`src/rtl/sha256_byte_stream_hasher_defines.svh`:
```
`ifndef SHA256_BYTE_STREAM_HASHER_DEFINES_SVH
`define SHA256_BYTE_STREAM_HASHER_DEFINES_SVH
`ifndef SYNTHESIS
`define SHA_ASSERT_IMPL(label, clk, rst_n, a, c) \
  label: assert property (@(posedge clk) disable iff (!rst_n) (a) |-> (c)) \
    else $error("assertion failed");
`define SHA_ASSERT_NEXT(label, clk, rst_n, a, c) \
  label: assert property (@(posedge clk) disable iff (!rst_n) (a) |=> (c)) \
    else $error("assertion failed");
`else
`define SHA_ASSERT_IMPL(label, clk, rst_n, a, c)
`define SHA_ASSERT_NEXT(label, clk, rst_n, a, c)
`endif
`endif

```
`src/rtl/sha_pkg.sv`:
```
package sha_pkg;

  localparam logic REQ_APPEND = 1'b0;
  localparam logic REQ_FINISH = 1'b1;
  localparam int   QDEPTH     = 4;

  typedef struct packed {
    logic       req_type;
    logic [7:0] data_byte;
  } req_t;

  typedef logic [7:0][31:0] hash_t;

  localparam hash_t H_INIT = {
    32'h5be0cd19, 32'h1f83d9ab, 32'h9b05688c, 32'h510e527f,
    32'ha54ff53a, 32'h3c6ef372, 32'hbb67ae85, 32'h6a09e667
  };

  localparam logic [63:0][31:0] ROUND_K = {
    32'hc67178f2, 32'hbef9a3f7, 32'ha4506ceb, 32'h90befffa,
    32'h8cc70208, 32'h84c87814, 32'h78a5636f, 32'h748f82ee,
    32'h682e6ff3, 32'h5b9cca4f, 32'h4ed8aa4a, 32'h391c0cb3,
    32'h34b0bcb5, 32'h2748774c, 32'h1e376c08, 32'h19a4c116,
    32'h106aa070, 32'hf40e3585, 32'hd6990624, 32'hd192e819,
    32'hc76c51a3, 32'hc24b8b70, 32'ha81a664b, 32'ha2bfe8a1,
    32'h92722c85, 32'h81c2c92e, 32'h766a0abb, 32'h650a7354,
    32'h53380d13, 32'h4d2c6dfc, 32'h2e1b2138, 32'h27b70a85,
    32'h14292967, 32'h06ca6351, 32'hd5a79147, 32'hc6e00bf3,
    32'hbf597fc7, 32'hb00327c8, 32'ha831c66d, 32'h983e5152,
    32'h76f988da, 32'h5cb0a9dc, 32'h4a7484aa, 32'h2de92c6f,
    32'h240ca1cc, 32'h0fc19dc6, 32'hefbe4786, 32'he49b69c1,
    32'hc19bf174, 32'h9bdc06a7, 32'h80deb1fe, 32'h72be5d74,
    32'h550c7dc3, 32'h243185be, 32'h12835b01, 32'hd807aa98,
    32'hab1c5ed5, 32'h923f82a4, 32'h59f111f1, 32'h3956c25b,
    32'he9b5dba5, 32'hb5c0fbcf, 32'h71374491, 32'h428a2f98
  };

  function automatic logic [31:0] rotr(input logic [31:0] v, input int n);
    rotr = (v >> n) | (v << (32 - n));
  endfunction

endpackage

```
`src/rtl/sha_if.sv`:
```
interface sha_in_if;
  logic                 valid;
  logic                 ready;
  sha_pkg::req_t        payload;
  modport source (output valid, output payload, input ready);
  modport sink (input valid, input payload, output ready);
endinterface

interface sha_out_if;
  logic        valid;
  logic        ready;
  logic [31:0] digest_word;
  logic [2:0]  word_index;
  logic        last_word;
  modport source (output valid, output digest_word, output word_index, output last_word,
                  input ready);
  modport sink (input valid, input digest_word, input word_index, input last_word,
                output ready);
endinterface

```
`src/rtl/sha_queue.sv`:
```
module sha_queue #(
  parameter int DEPTH = sha_pkg::QDEPTH
) (
  input  logic          clk,
  input  logic          rst_n,
  input  logic          in_valid,
  output logic          in_ready,
  input  sha_pkg::req_t in_data,
  output logic          out_valid,
  input  logic          out_ready,
  output sha_pkg::req_t out_data
);
  localparam int AW = (DEPTH > 1) ? $clog2(DEPTH) : 1;

  sha_pkg::req_t   mem_r [DEPTH];
  logic [AW-1:0]   wp_r, rp_r;
  logic [AW:0]     cnt_r;
  logic            push, pop;

  assign in_ready  = (cnt_r != (AW+1)'(DEPTH));
  assign out_valid = (cnt_r != '0);
  assign out_data  = mem_r[rp_r];
  assign push      = in_valid && in_ready;
  assign pop       = out_valid && out_ready;

  always_ff @(posedge clk) begin
    if (push) begin
      mem_r[wp_r] <= in_data;
    end
  end

  always_ff @(posedge clk) begin
    if (!rst_n) begin
      wp_r  <= '0;
      rp_r  <= '0;
      cnt_r <= '0;
    end else begin
      if (push) begin
        wp_r <= (wp_r == AW'(DEPTH - 1)) ? '0 : wp_r + 1'b1;
      end
      if (pop) begin
        rp_r <= (rp_r == AW'(DEPTH - 1)) ? '0 : rp_r + 1'b1;
      end
      cnt_r <= cnt_r + (AW+1)'(push) - (AW+1)'(pop);
    end
  end
endmodule

```
`src/rtl/sha_core.sv`:
```
module sha_core (
  input  logic          clk,
  input  logic          rst_n,
  input  logic          req_valid,
  output logic          req_ready,
  input  sha_pkg::req_t req,
  sha_out_if.source     res
);
  localparam logic [3:0] S_IDLE = 4'd0;
  localparam logic [3:0] S_PADZ = 4'd1;
  localparam logic [3:0] S_LEN  = 4'd2;
  localparam logic [3:0] S_RND  = 4'd3;
  localparam logic [3:0] S_ADD  = 4'd4;
  localparam logic [3:0] S_EMIT = 4'd5;

  logic [3:0]          st_r;
  logic [7:0]          wd;
  logic                we;
  logic [6:0]          nb_r;
  logic [63:0]         cnt_r;
  logic [63:0]         bitlen_r;
  logic                fin_r;
  logic                emit_r;
  sha_pkg::hash_t      h_r;
  logic [31:0]         a_r, b_r, c_r, d_r, e_r, f_r, g_r, hh_r;
  logic [15:0][31:0]   w_r;
  logic [5:0]          rnd_r;
  logic [2:0]          idx_r;
  logic [31:0]         s0, s1, wn, t1, t2, big0, big1, ch, mj, wcur;

  assign req_ready = (st_r == S_IDLE);

  always_comb begin
    we = 1'b0;
    wd = req.data_byte;
    if (st_r == S_IDLE && req_valid) begin
      we = 1'b1;
      wd = (req.req_type == sha_pkg::REQ_FINISH) ? 8'h80 : req.data_byte;
    end else if (st_r == S_PADZ) begin
      we = 1'b1;
      wd = 8'h00;
    end else if (st_r == S_LEN) begin
      we = 1'b1;
      wd = bitlen_r[63:56];
    end
  end

  assign wcur  = w_r[0];
  assign s0    = sha_pkg::rotr(w_r[1], 7) ^ sha_pkg::rotr(w_r[1], 18) ^ (w_r[1] >> 3);
  assign s1    = sha_pkg::rotr(w_r[14], 17) ^ sha_pkg::rotr(w_r[14], 19) ^ (w_r[14] >> 10);
  assign wn    = w_r[0] + s0 + w_r[9] + s1;
  assign big1  = sha_pkg::rotr(e_r, 6) ^ sha_pkg::rotr(e_r, 11) ^ sha_pkg::rotr(e_r, 25);
  assign ch    = (e_r & f_r) ^ (~e_r & g_r);
  assign t1    = hh_r + big1 + ch + sha_pkg::ROUND_K[rnd_r] + wcur;
  assign big0  = sha_pkg::rotr(a_r, 2) ^ sha_pkg::rotr(a_r, 13) ^ sha_pkg::rotr(a_r, 22);
  assign mj    = (a_r & b_r) ^ (a_r & c_r) ^ (b_r & c_r);
  assign t2    = big0 + mj;

  assign res.valid       = (st_r == S_EMIT);
  assign res.digest_word = h_r[idx_r];
  assign res.word_index  = idx_r;
  assign res.last_word   = (idx_r == 3'd7);

  always_ff @(posedge clk) begin
    if (!rst_n) begin
      st_r   <= S_IDLE;
      nb_r   <= '0;
      cnt_r  <= '0;
      fin_r  <= 1'b0;
      emit_r <= 1'b0;
      h_r    <= sha_pkg::H_INIT;
      idx_r  <= '0;
    end else begin
      case (st_r)
        S_IDLE: begin
          if (req_valid) begin
            if (req.req_type == sha_pkg::REQ_APPEND) begin
              cnt_r <= cnt_r + 64'd1;
              if (nb_r == 7'd63) begin
                nb_r  <= '0;
                fin_r <= 1'b0;
                {a_r, b_r, c_r, d_r} <= {h_r[0], h_r[1], h_r[2], h_r[3]};
                {e_r, f_r, g_r, hh_r} <= {h_r[4], h_r[5], h_r[6], h_r[7]};
                rnd_r <= '0;
                st_r  <= S_RND;
              end else begin
                nb_r <= nb_r + 7'd1;
              end
            end else begin
              bitlen_r <= {cnt_r[60:0], 3'b000};
              fin_r    <= 1'b1;
              if (nb_r == 7'd63) begin
                nb_r <= '0;
                {a_r, b_r, c_r, d_r} <= {h_r[0], h_r[1], h_r[2], h_r[3]};
                {e_r, f_r, g_r, hh_r} <= {h_r[4], h_r[5], h_r[6], h_r[7]};
                rnd_r <= '0;
                st_r  <= S_RND;
              end else if (nb_r == 7'd55) begin
                nb_r <= nb_r + 7'd1;
                st_r <= S_LEN;
              end else begin
                nb_r <= nb_r + 7'd1;
                st_r <= S_PADZ;
              end
            end
          end
        end
        S_PADZ: begin
          if (nb_r == 7'd63) begin
            nb_r <= '0;
            {a_r, b_r, c_r, d_r} <= {h_r[0], h_r[1], h_r[2], h_r[3]};
            {e_r, f_r, g_r, hh_r} <= {h_r[4], h_r[5], h_r[6], h_r[7]};
            rnd_r <= '0;
            st_r  <= S_RND;
          end else if (nb_r == 7'd55) begin
            nb_r <= nb_r + 7'd1;
            st_r <= S_LEN;
          end else begin
            nb_r <= nb_r + 7'd1;
          end
        end
        S_LEN: begin
          bitlen_r <= {bitlen_r[55:0], 8'h00};
          if (nb_r == 7'd63) begin
            nb_r   <= '0;
            fin_r  <= 1'b0;
            emit_r <= 1'b1;
            {a_r, b_r, c_r, d_r} <= {h_r[0], h_r[1], h_r[2], h_r[3]};
            {e_r, f_r, g_r, hh_r} <= {h_r[4], h_r[5], h_r[6], h_r[7]};
            rnd_r <= '0;
            st_r  <= S_RND;
          end else begin
            nb_r <= nb_r + 7'd1;
          end
        end
        S_RND: begin
          w_r   <= {wn, w_r[15:1]};
          hh_r  <= g_r;
          g_r   <= f_r;
          f_r   <= e_r;
          e_r   <= d_r + t1;
          d_r   <= c_r;
          c_r   <= b_r;
          b_r   <= a_r;
          a_r   <= t1 + t2;
          rnd_r <= rnd_r + 6'd1;
          if (rnd_r == 6'd63) begin
            st_r <= S_ADD;
          end
        end
        S_ADD: begin
          h_r[0] <= h_r[0] + a_r;
          h_r[1] <= h_r[1] + b_r;
          h_r[2] <= h_r[2] + c_r;
          h_r[3] <= h_r[3] + d_r;
          h_r[4] <= h_r[4] + e_r;
          h_r[5] <= h_r[5] + f_r;
          h_r[6] <= h_r[6] + g_r;
          h_r[7] <= h_r[7] + hh_r;
          if (fin_r) begin
            st_r <= S_PADZ;
          end else if (emit_r) begin
            emit_r <= 1'b0;
            st_r   <= S_EMIT;
          end else begin
            st_r <= S_IDLE;
          end
        end
        S_EMIT: begin
          if (res.ready) begin
            idx_r <= idx_r + 3'd1;
            if (idx_r == 3'd7) begin
              h_r   <= sha_pkg::H_INIT;
              cnt_r <= '0;
              nb_r  <= '0;
              st_r  <= S_IDLE;
            end
          end
        end
        default: st_r <= S_IDLE;
      endcase
      if (we) begin
        w_r[nb_r[5:2]][{~nb_r[1:0], 3'b000} +: 8] <= wd;
      end
    end
  end
endmodule

```
`src/rtl/sha256_byte_stream_hasher.sv`:
```
// SHA-256 over a byte stream. Append transactions write one byte each into the
// block buffer; the 64th byte of a block starts a compression (the rounds, then
// an add into the hash state), during which transactions wait in a queue of
// QUEUE_DEPTH entries (four by default). A finish transaction pads the rest of
// the block (and a whole second block when fewer than nine bytes remain), runs the
// final compression, then presents the eight digest words in order, one per cycle
// while the output is taken. After the last word the block starts a new message.
`include "sha256_byte_stream_hasher_defines.svh"
module sha256_byte_stream_hasher #(
  parameter int QUEUE_DEPTH = sha_pkg::QDEPTH
) (
  input  logic       clk,
  input  logic       rst_n,
  sha_in_if.sink     in_ch,
  sha_out_if.source  out_ch
);
  logic          q_valid, q_ready;
  sha_pkg::req_t q_data;
  logic          out_fire;
  logic          out_last;

  sha_queue #(.DEPTH(QUEUE_DEPTH)) u_queue (
    .clk       (clk),
    .rst_n     (rst_n),
    .in_valid  (in_ch.valid),
    .in_ready  (in_ch.ready),
    .in_data   (in_ch.payload),
    .out_valid (q_valid),
    .out_ready (q_ready),
    .out_data  (q_data)
  );

  sha_core u_core (
    .clk       (clk),
    .rst_n     (rst_n),
    .req_valid (q_valid),
    .req_ready (q_ready),
    .req       (q_data),
    .res       (out_ch)
  );

  assign out_fire = out_ch.valid && out_ch.ready;
  assign out_last = out_ch.valid && out_ch.last_word;

  `SHA_ASSERT_IMPL(a_last_idx, clk, rst_n, out_last, out_ch.word_index == 3'd7)
  `SHA_ASSERT_NEXT(a_idx_step, clk, rst_n, out_fire && !out_ch.last_word, out_ch.valid)
  `SHA_ASSERT_IMPL(a_no_take, clk, rst_n, out_ch.valid, !q_ready)
endmodule
```
`src/flat_wrapper.sv`:
```
// flat-port wrapper written by rule: the top's interface ports become plain ports
module sha256_byte_stream_hasher_flat 
#(
  parameter int QUEUE_DEPTH = sha_pkg::QDEPTH
)
  (clk, rst_n, in_ch_valid, in_ch_payload, in_ch_ready, out_ch_valid, out_ch_digest_word, out_ch_word_index, out_ch_last_word, out_ch_ready);
  sha_in_if in_ch_i ();
  sha_out_if out_ch_i ();
  input  logic clk;
  input  logic rst_n;
  input wire logic [$bits(in_ch_i.valid)-1:0] in_ch_valid;
  input wire logic [$bits(in_ch_i.payload)-1:0] in_ch_payload;
  output wire logic [$bits(in_ch_i.ready)-1:0] in_ch_ready;
  output wire logic [$bits(out_ch_i.valid)-1:0] out_ch_valid;
  output wire logic [$bits(out_ch_i.digest_word)-1:0] out_ch_digest_word;
  output wire logic [$bits(out_ch_i.word_index)-1:0] out_ch_word_index;
  output wire logic [$bits(out_ch_i.last_word)-1:0] out_ch_last_word;
  input wire logic [$bits(out_ch_i.ready)-1:0] out_ch_ready;
  assign in_ch_i.valid = in_ch_valid;
  assign in_ch_i.payload = in_ch_payload;
  assign in_ch_ready = in_ch_i.ready;
  assign out_ch_valid = out_ch_i.valid;
  assign out_ch_digest_word = out_ch_i.digest_word;
  assign out_ch_word_index = out_ch_i.word_index;
  assign out_ch_last_word = out_ch_i.last_word;
  assign out_ch_i.ready = out_ch_ready;
  sha256_byte_stream_hasher #(.QUEUE_DEPTH(QUEUE_DEPTH)) u_core (.clk(clk), .rst_n(rst_n), .in_ch(in_ch_i), .out_ch(out_ch_i));
endmodule
```
`config.mk`:
```
export PLATFORM = sky130hd
export DESIGN_NAME = sha256_byte_stream_hasher_flat
export DESIGN_NICKNAME = d
export VERILOG_FILES = /design/src/rtl/sha_pkg.sv /design/src/rtl/sha_if.sv /design/src/rtl/sha_queue.sv /design/src/rtl/sha_core.sv /design/src/rtl/sha256_byte_stream_hasher.sv /design/src/flat_wrapper.sv
export VERILOG_INCLUDE_DIRS = /design/src /design/src/rtl
export SDC_FILE = /design/constraint.sdc
export NUM_CORES = 2
export LEC_CHECK = 0
export BUFFER_PORTS_ARGS = -buffer_cell sky130_fd_sc_hd__buf_2
export CORE_MARGIN = 4
export CORE_UTILIZATION = 50
export DETAILED_ROUTE_END_ITERATION = 16
export GPL_ROUTABILITY_DRIVEN = 0
export PLACE_DENSITY_LB_ADDON = 0.12
export SLEW_MARGIN = 20
export SYNTH_ARGS = -nofsm -noshare
export SYNTH_HDL_FRONTEND = slang
export SYNTH_SLANG_ARGS = --single-unit
```
`constraint.sdc`:
```
create_clock -name clk -period 12.9 [get_ports clk]
set_input_delay 1.29 -clock clk [delete_from_list [all_inputs] [get_ports clk]]
set_output_delay 1.29 -clock clk [all_outputs]
set_load 0.01 [all_outputs]
```
==> impl_metrics.yaml <==
status:
  outcome: "finished clean"
synth:
  ys_ff_latch: 1245
  synth_top_family_by_area: "simple AND/OR/NAND/NOR gates"
  synthMuxAreaShare_pct: 3.71
  synth_top_flop_cell: "edfxtp_1"
  synth_xor_area_share_pct: 6.43
  synthAdderAreaFrac_pct: 10.8
  syn_nets: 9980
  synth-edff-count: 871
  synthSimpleGateAreaFrac_pct: 18.2
  syn-cell-area_um2: 83000
  yosysWarnings: 0
  ys_seq_area_share_pct: 40.5
  yosys-top-cells-area: "edfxtp_1, nand2_1, dfxtp_1, ha_1, fa_1"
  post-synth-top-area-cell: "edfxtp_1"
  yosys.cell_types.count: 87
  synth_compound_area_share_pct: 16.1
  avgSynthCellArea_um2: 8.86
  yosysTopAreaCellShare_pct: 31.5
  async_flop_share_pct: 0
  syn_inst: 9368
timing:
  hold_viol: 0
  skew_ns: 0.0408
  fmax_ghz: 0.116
  setup_viol: 0
  maxSlewViolCount: 0
  max_slew.worst_pin.slew_ns: 1.15
  setup_tns_ns: 0
  fin_crit_ns: 8.64
  post-route-period-util_pct: 67.0
  maxSlewHeadroom_pct: 23.0
  rsz0062_at_grt: "no"
floorplanning:
  core_area_um2: 165000
  die_w_um: 415
  die-area_um2: 173000
  num_rows: 149
  io_pins: 51
  fp.dieH_um: 415
  start_util_pct: 50.3
power_and_ir_drop:
  irDropWorstVdd_mv: 0.216
  p_comb_share_pct: 41.4
  p_leak_nw: 36.7
  power.internal_mw: 9.35
  switchingPower_mw: 5.83
  power.share.clock_pct: 27.7
  p_per_area_nw_per_um2: 169
  seqPwrFrac_pct: 30.9
  p_sw_share_pct: 38.4
  finalPower_mw: 15.2
worst_setup_path:
  critical_path_depth: 36
  cp.required_ns: 13.43
  crit_path_start_kind: "flop"
  endpoint_kind: "flop"
  cp_top_family: "adder cells"
  max_stage_delay_ns: 0.57
  critPathLaunch: "u_core.u_core.e_r[26]$_DFFE_PP_"
  crit_buf_inv: 5
  r2r_cells: 36
  critPathArrivalTime_ns: 9.18
  crit_type: "reg -> reg"
  rrSetupSlack_ns: 4.26
  critPathCapture: "u_core.u_core.a_r[31]$_DFFE_PP_"
  slowest_stage: "edfxtp_1"
  path_max_fanout: 6
  r2r-end: "u_core.u_core.a_r[31]$_DFFE_PP_"
  crit_top_cell: "o21ai_0"
  crit-reg2reg-launch: "u_core.u_core.e_r[26]$_DFFE_PP_"
layout:
  final_cell_mix: "nand2_1, nor2_1, edfxtp_1"
  layout-drive-gt1-share_pct: 6.59
  n_fill_cell: 15000
  final_cells: 11400
  nets: 9697
  final_common_cell: "nand2_1"
  area_growth_syn_to_layout_pct: 7.99
min_path:
  hp-class: "reg -> reg"
  worstHoldStart: "u_core.u_core.nb_r[6]$_SDFFE_PN0P_"
clock_tree:
  post-cts-setup-buffers: 0
  cts_resized: 0
  clock-sinks: 1245
  htreeDepth: 4
  hold_buffers: 0
  clk_latency_ns: 0.82
  clock-root-buffer: "clkbuf_16"
  cts_buffers: 145
  clk_path_buf_depth: 3
  clk_pin_slew_ns: 0.06
  cts_tree: "yes"
routing:
  wl_per_cell_um: 23.7
  drt_first_iter_violations: 9461
  drt-vias-per-instance: 6.18
  final_antenna_net_count: 0
  drc: 0
  drtPass1Iterations: 7
  vias: 70400
  wl_mm: 270
grt:
  grt_pass1_wl_mm: 408
  antenna_found_initial: 11
  grt.overflow.total: 0
  track_usage_pct: 30.4
  grt_pass1_vias: 64900
  grt_max_degree: 212
placed_design:
  dp.cells: 11100
  port_buffers: 50
  hpwlAfterDp_mm: 192
run:
  drv_cap: 0
-- worst register-to-register path: cells and delay by family (launching register included) --
kind / cells / cell delay (ns)
AND/OR/NAND/NOR: 8 / 1.18
AO/OA/AOI/OAI: 12 / 2.32
buffers and inverters: 5 / 0.34
XOR/XNOR: 4 / 1.09
adder cells (fa/ha/maj): 7 / 2.88
flip-flops: 1 / 0.57
-- power groups by stage --
stage | Clock (mW) | Combinational, mW | Sequential, mW
final | 4.21 | 6.28 | 4.70
after global routing | 4.44 | 6.90 | 4.71
after CTS | 4.26 | 6.18 | 4.69
after detailed placement | 0 | 6.13 | 4.77
after global placement | 0 | 6.04 | 4.77
after floorplan | 0 | 4.61 | 4.63
-- layer usage --
layer	part of all wire (%)	up-vias	GRT usage, %
met5	0.0048	-	0
met4	4.1	2	11.6
met3	9.9	544	5.83
met2	42	3628	43.5
met1	44	34000	45.3
li1	-	32300	-
-- kinds of logic (layout without fill, tap and decap cells) --
logic type / after synthesis / in the layout
simple gates: 3642 / 3642
compound gates: 2141 / 2141
flops: 1245 / 1245
buf+inv: 925 / 765
xor+xnor: 609 / 609
fa+ha+maj: 602 / 602
mux: 203 / 203
other cells: 1 / 7
-- area by class of cell --
class	count	area, µm²	share of cell area, %
inverters	343	1290	1.44
well taps	2189	2740	3.06
diodes	6	15.0	0.0168
multi-input cells	7198	46000	51.4
flip-flops and latches	1245	33700	37.5
repair buffers	152	1110	1.24
clock inverters	58	646	0.720
clock buffers	212	4150	4.63
-- through the flow --
step | cell area (µm²) | hold slack, ns | util (%) | setup WS [ns]
2_1_floorplan | 83000 | 0.419 | - | 4.31
3_3_place_gp | 84800 | 0.434 | 51.4 | 4.45
3_5_place_dp | 84800 | 0.440 | 51.4 | 4.47
4_1_cts | 89600 | 0.453 | 54.3 | 4.44
5_1_grt | 89600 | 0.486 | 54.3 | 3.80
6_report | 89600 | 0.453 | 54.3 | 4.26
-- how the worst min path moves through the flow --
stage / endpoint / slack, ns / cells past startpoint
after CTS: u_core.u_core.nb_r[6]$_SDFFE_PN0P_ / 0.45 / 2
after floorplan: u_core.u_core.nb_r[6]$_SDFFE_PN0P_ / 0.42 / 2
after global routing: u_core.u_core.nb_r[6]$_SDFFE_PN0P_ / 0.49 / 2
after detailed placement: u_core.u_core.nb_r[6]$_SDFFE_PN0P_ / 0.44 / 2
final: u_core.u_core.nb_r[6]$_SDFFE_PN0P_ / 0.45 / 2
after global placement: u_core.u_core.nb_r[6]$_SDFFE_PN0P_ / 0.43 / 2
-- synthesized netlist by cell type, drive strengths merged (9+ instances only) --
cell and n:
mux2 105, xor2 209, o21a 52, dfxtp 374
buf 48, o22ai 87, o211ai 37, o21ai 444
or3 44, a31oi 535, a21oi 451, xnor2 400
nand3 104, mux2i 25, mux4 73, clkbuf 534
o21bai 34, a41oi 12, and3 33, or2 15
a2111oi 12, ha 403, a311oi 23, a21o 192
a32oi 10, o31ai 26, nand2 2084, nor3b 12
nor2b 149, a31o 11, nand2b 88, a311o 9
fa 196, nand4 39, a221oi 9, nor2 918
inv 342, edfxtp 871, nor3 86, a211oi 43
a22oi 58, a21boi 16, a221o 9, and2 37
-- registers in the layout, summed over array words and instances, names as in the netlist, 2 cells and up, named ones only --
name                          count
u_core.u_core.e_r                32
u_core.u_core.cnt_r              61
u_core.u_core.a_r                32
u_core.u_core.f_r                32
u_core.u_core.c_r                32
u_core.u_core.res.word_index      3
u_core.u_queue.rp_r               2
u_core.u_queue.mem_r             36
u_core.u_core.h_r               256
u_core.u_core.hh_r               32
u_core.u_core.st_r                4
u_core.u_queue.cnt_r              3
u_core.u_core.nb_r                7
u_core.u_core.b_r                32
u_core.u_core.d_r                32
u_core.u_core.g_r                32
u_core.u_core.bitlen_r           61
u_core.u_core.wcur               32
u_core.u_core.w_r               480
u_core.u_core.rnd_r               6
u_core.u_queue.wp_r               2
(Power assumes the default switching activity.)
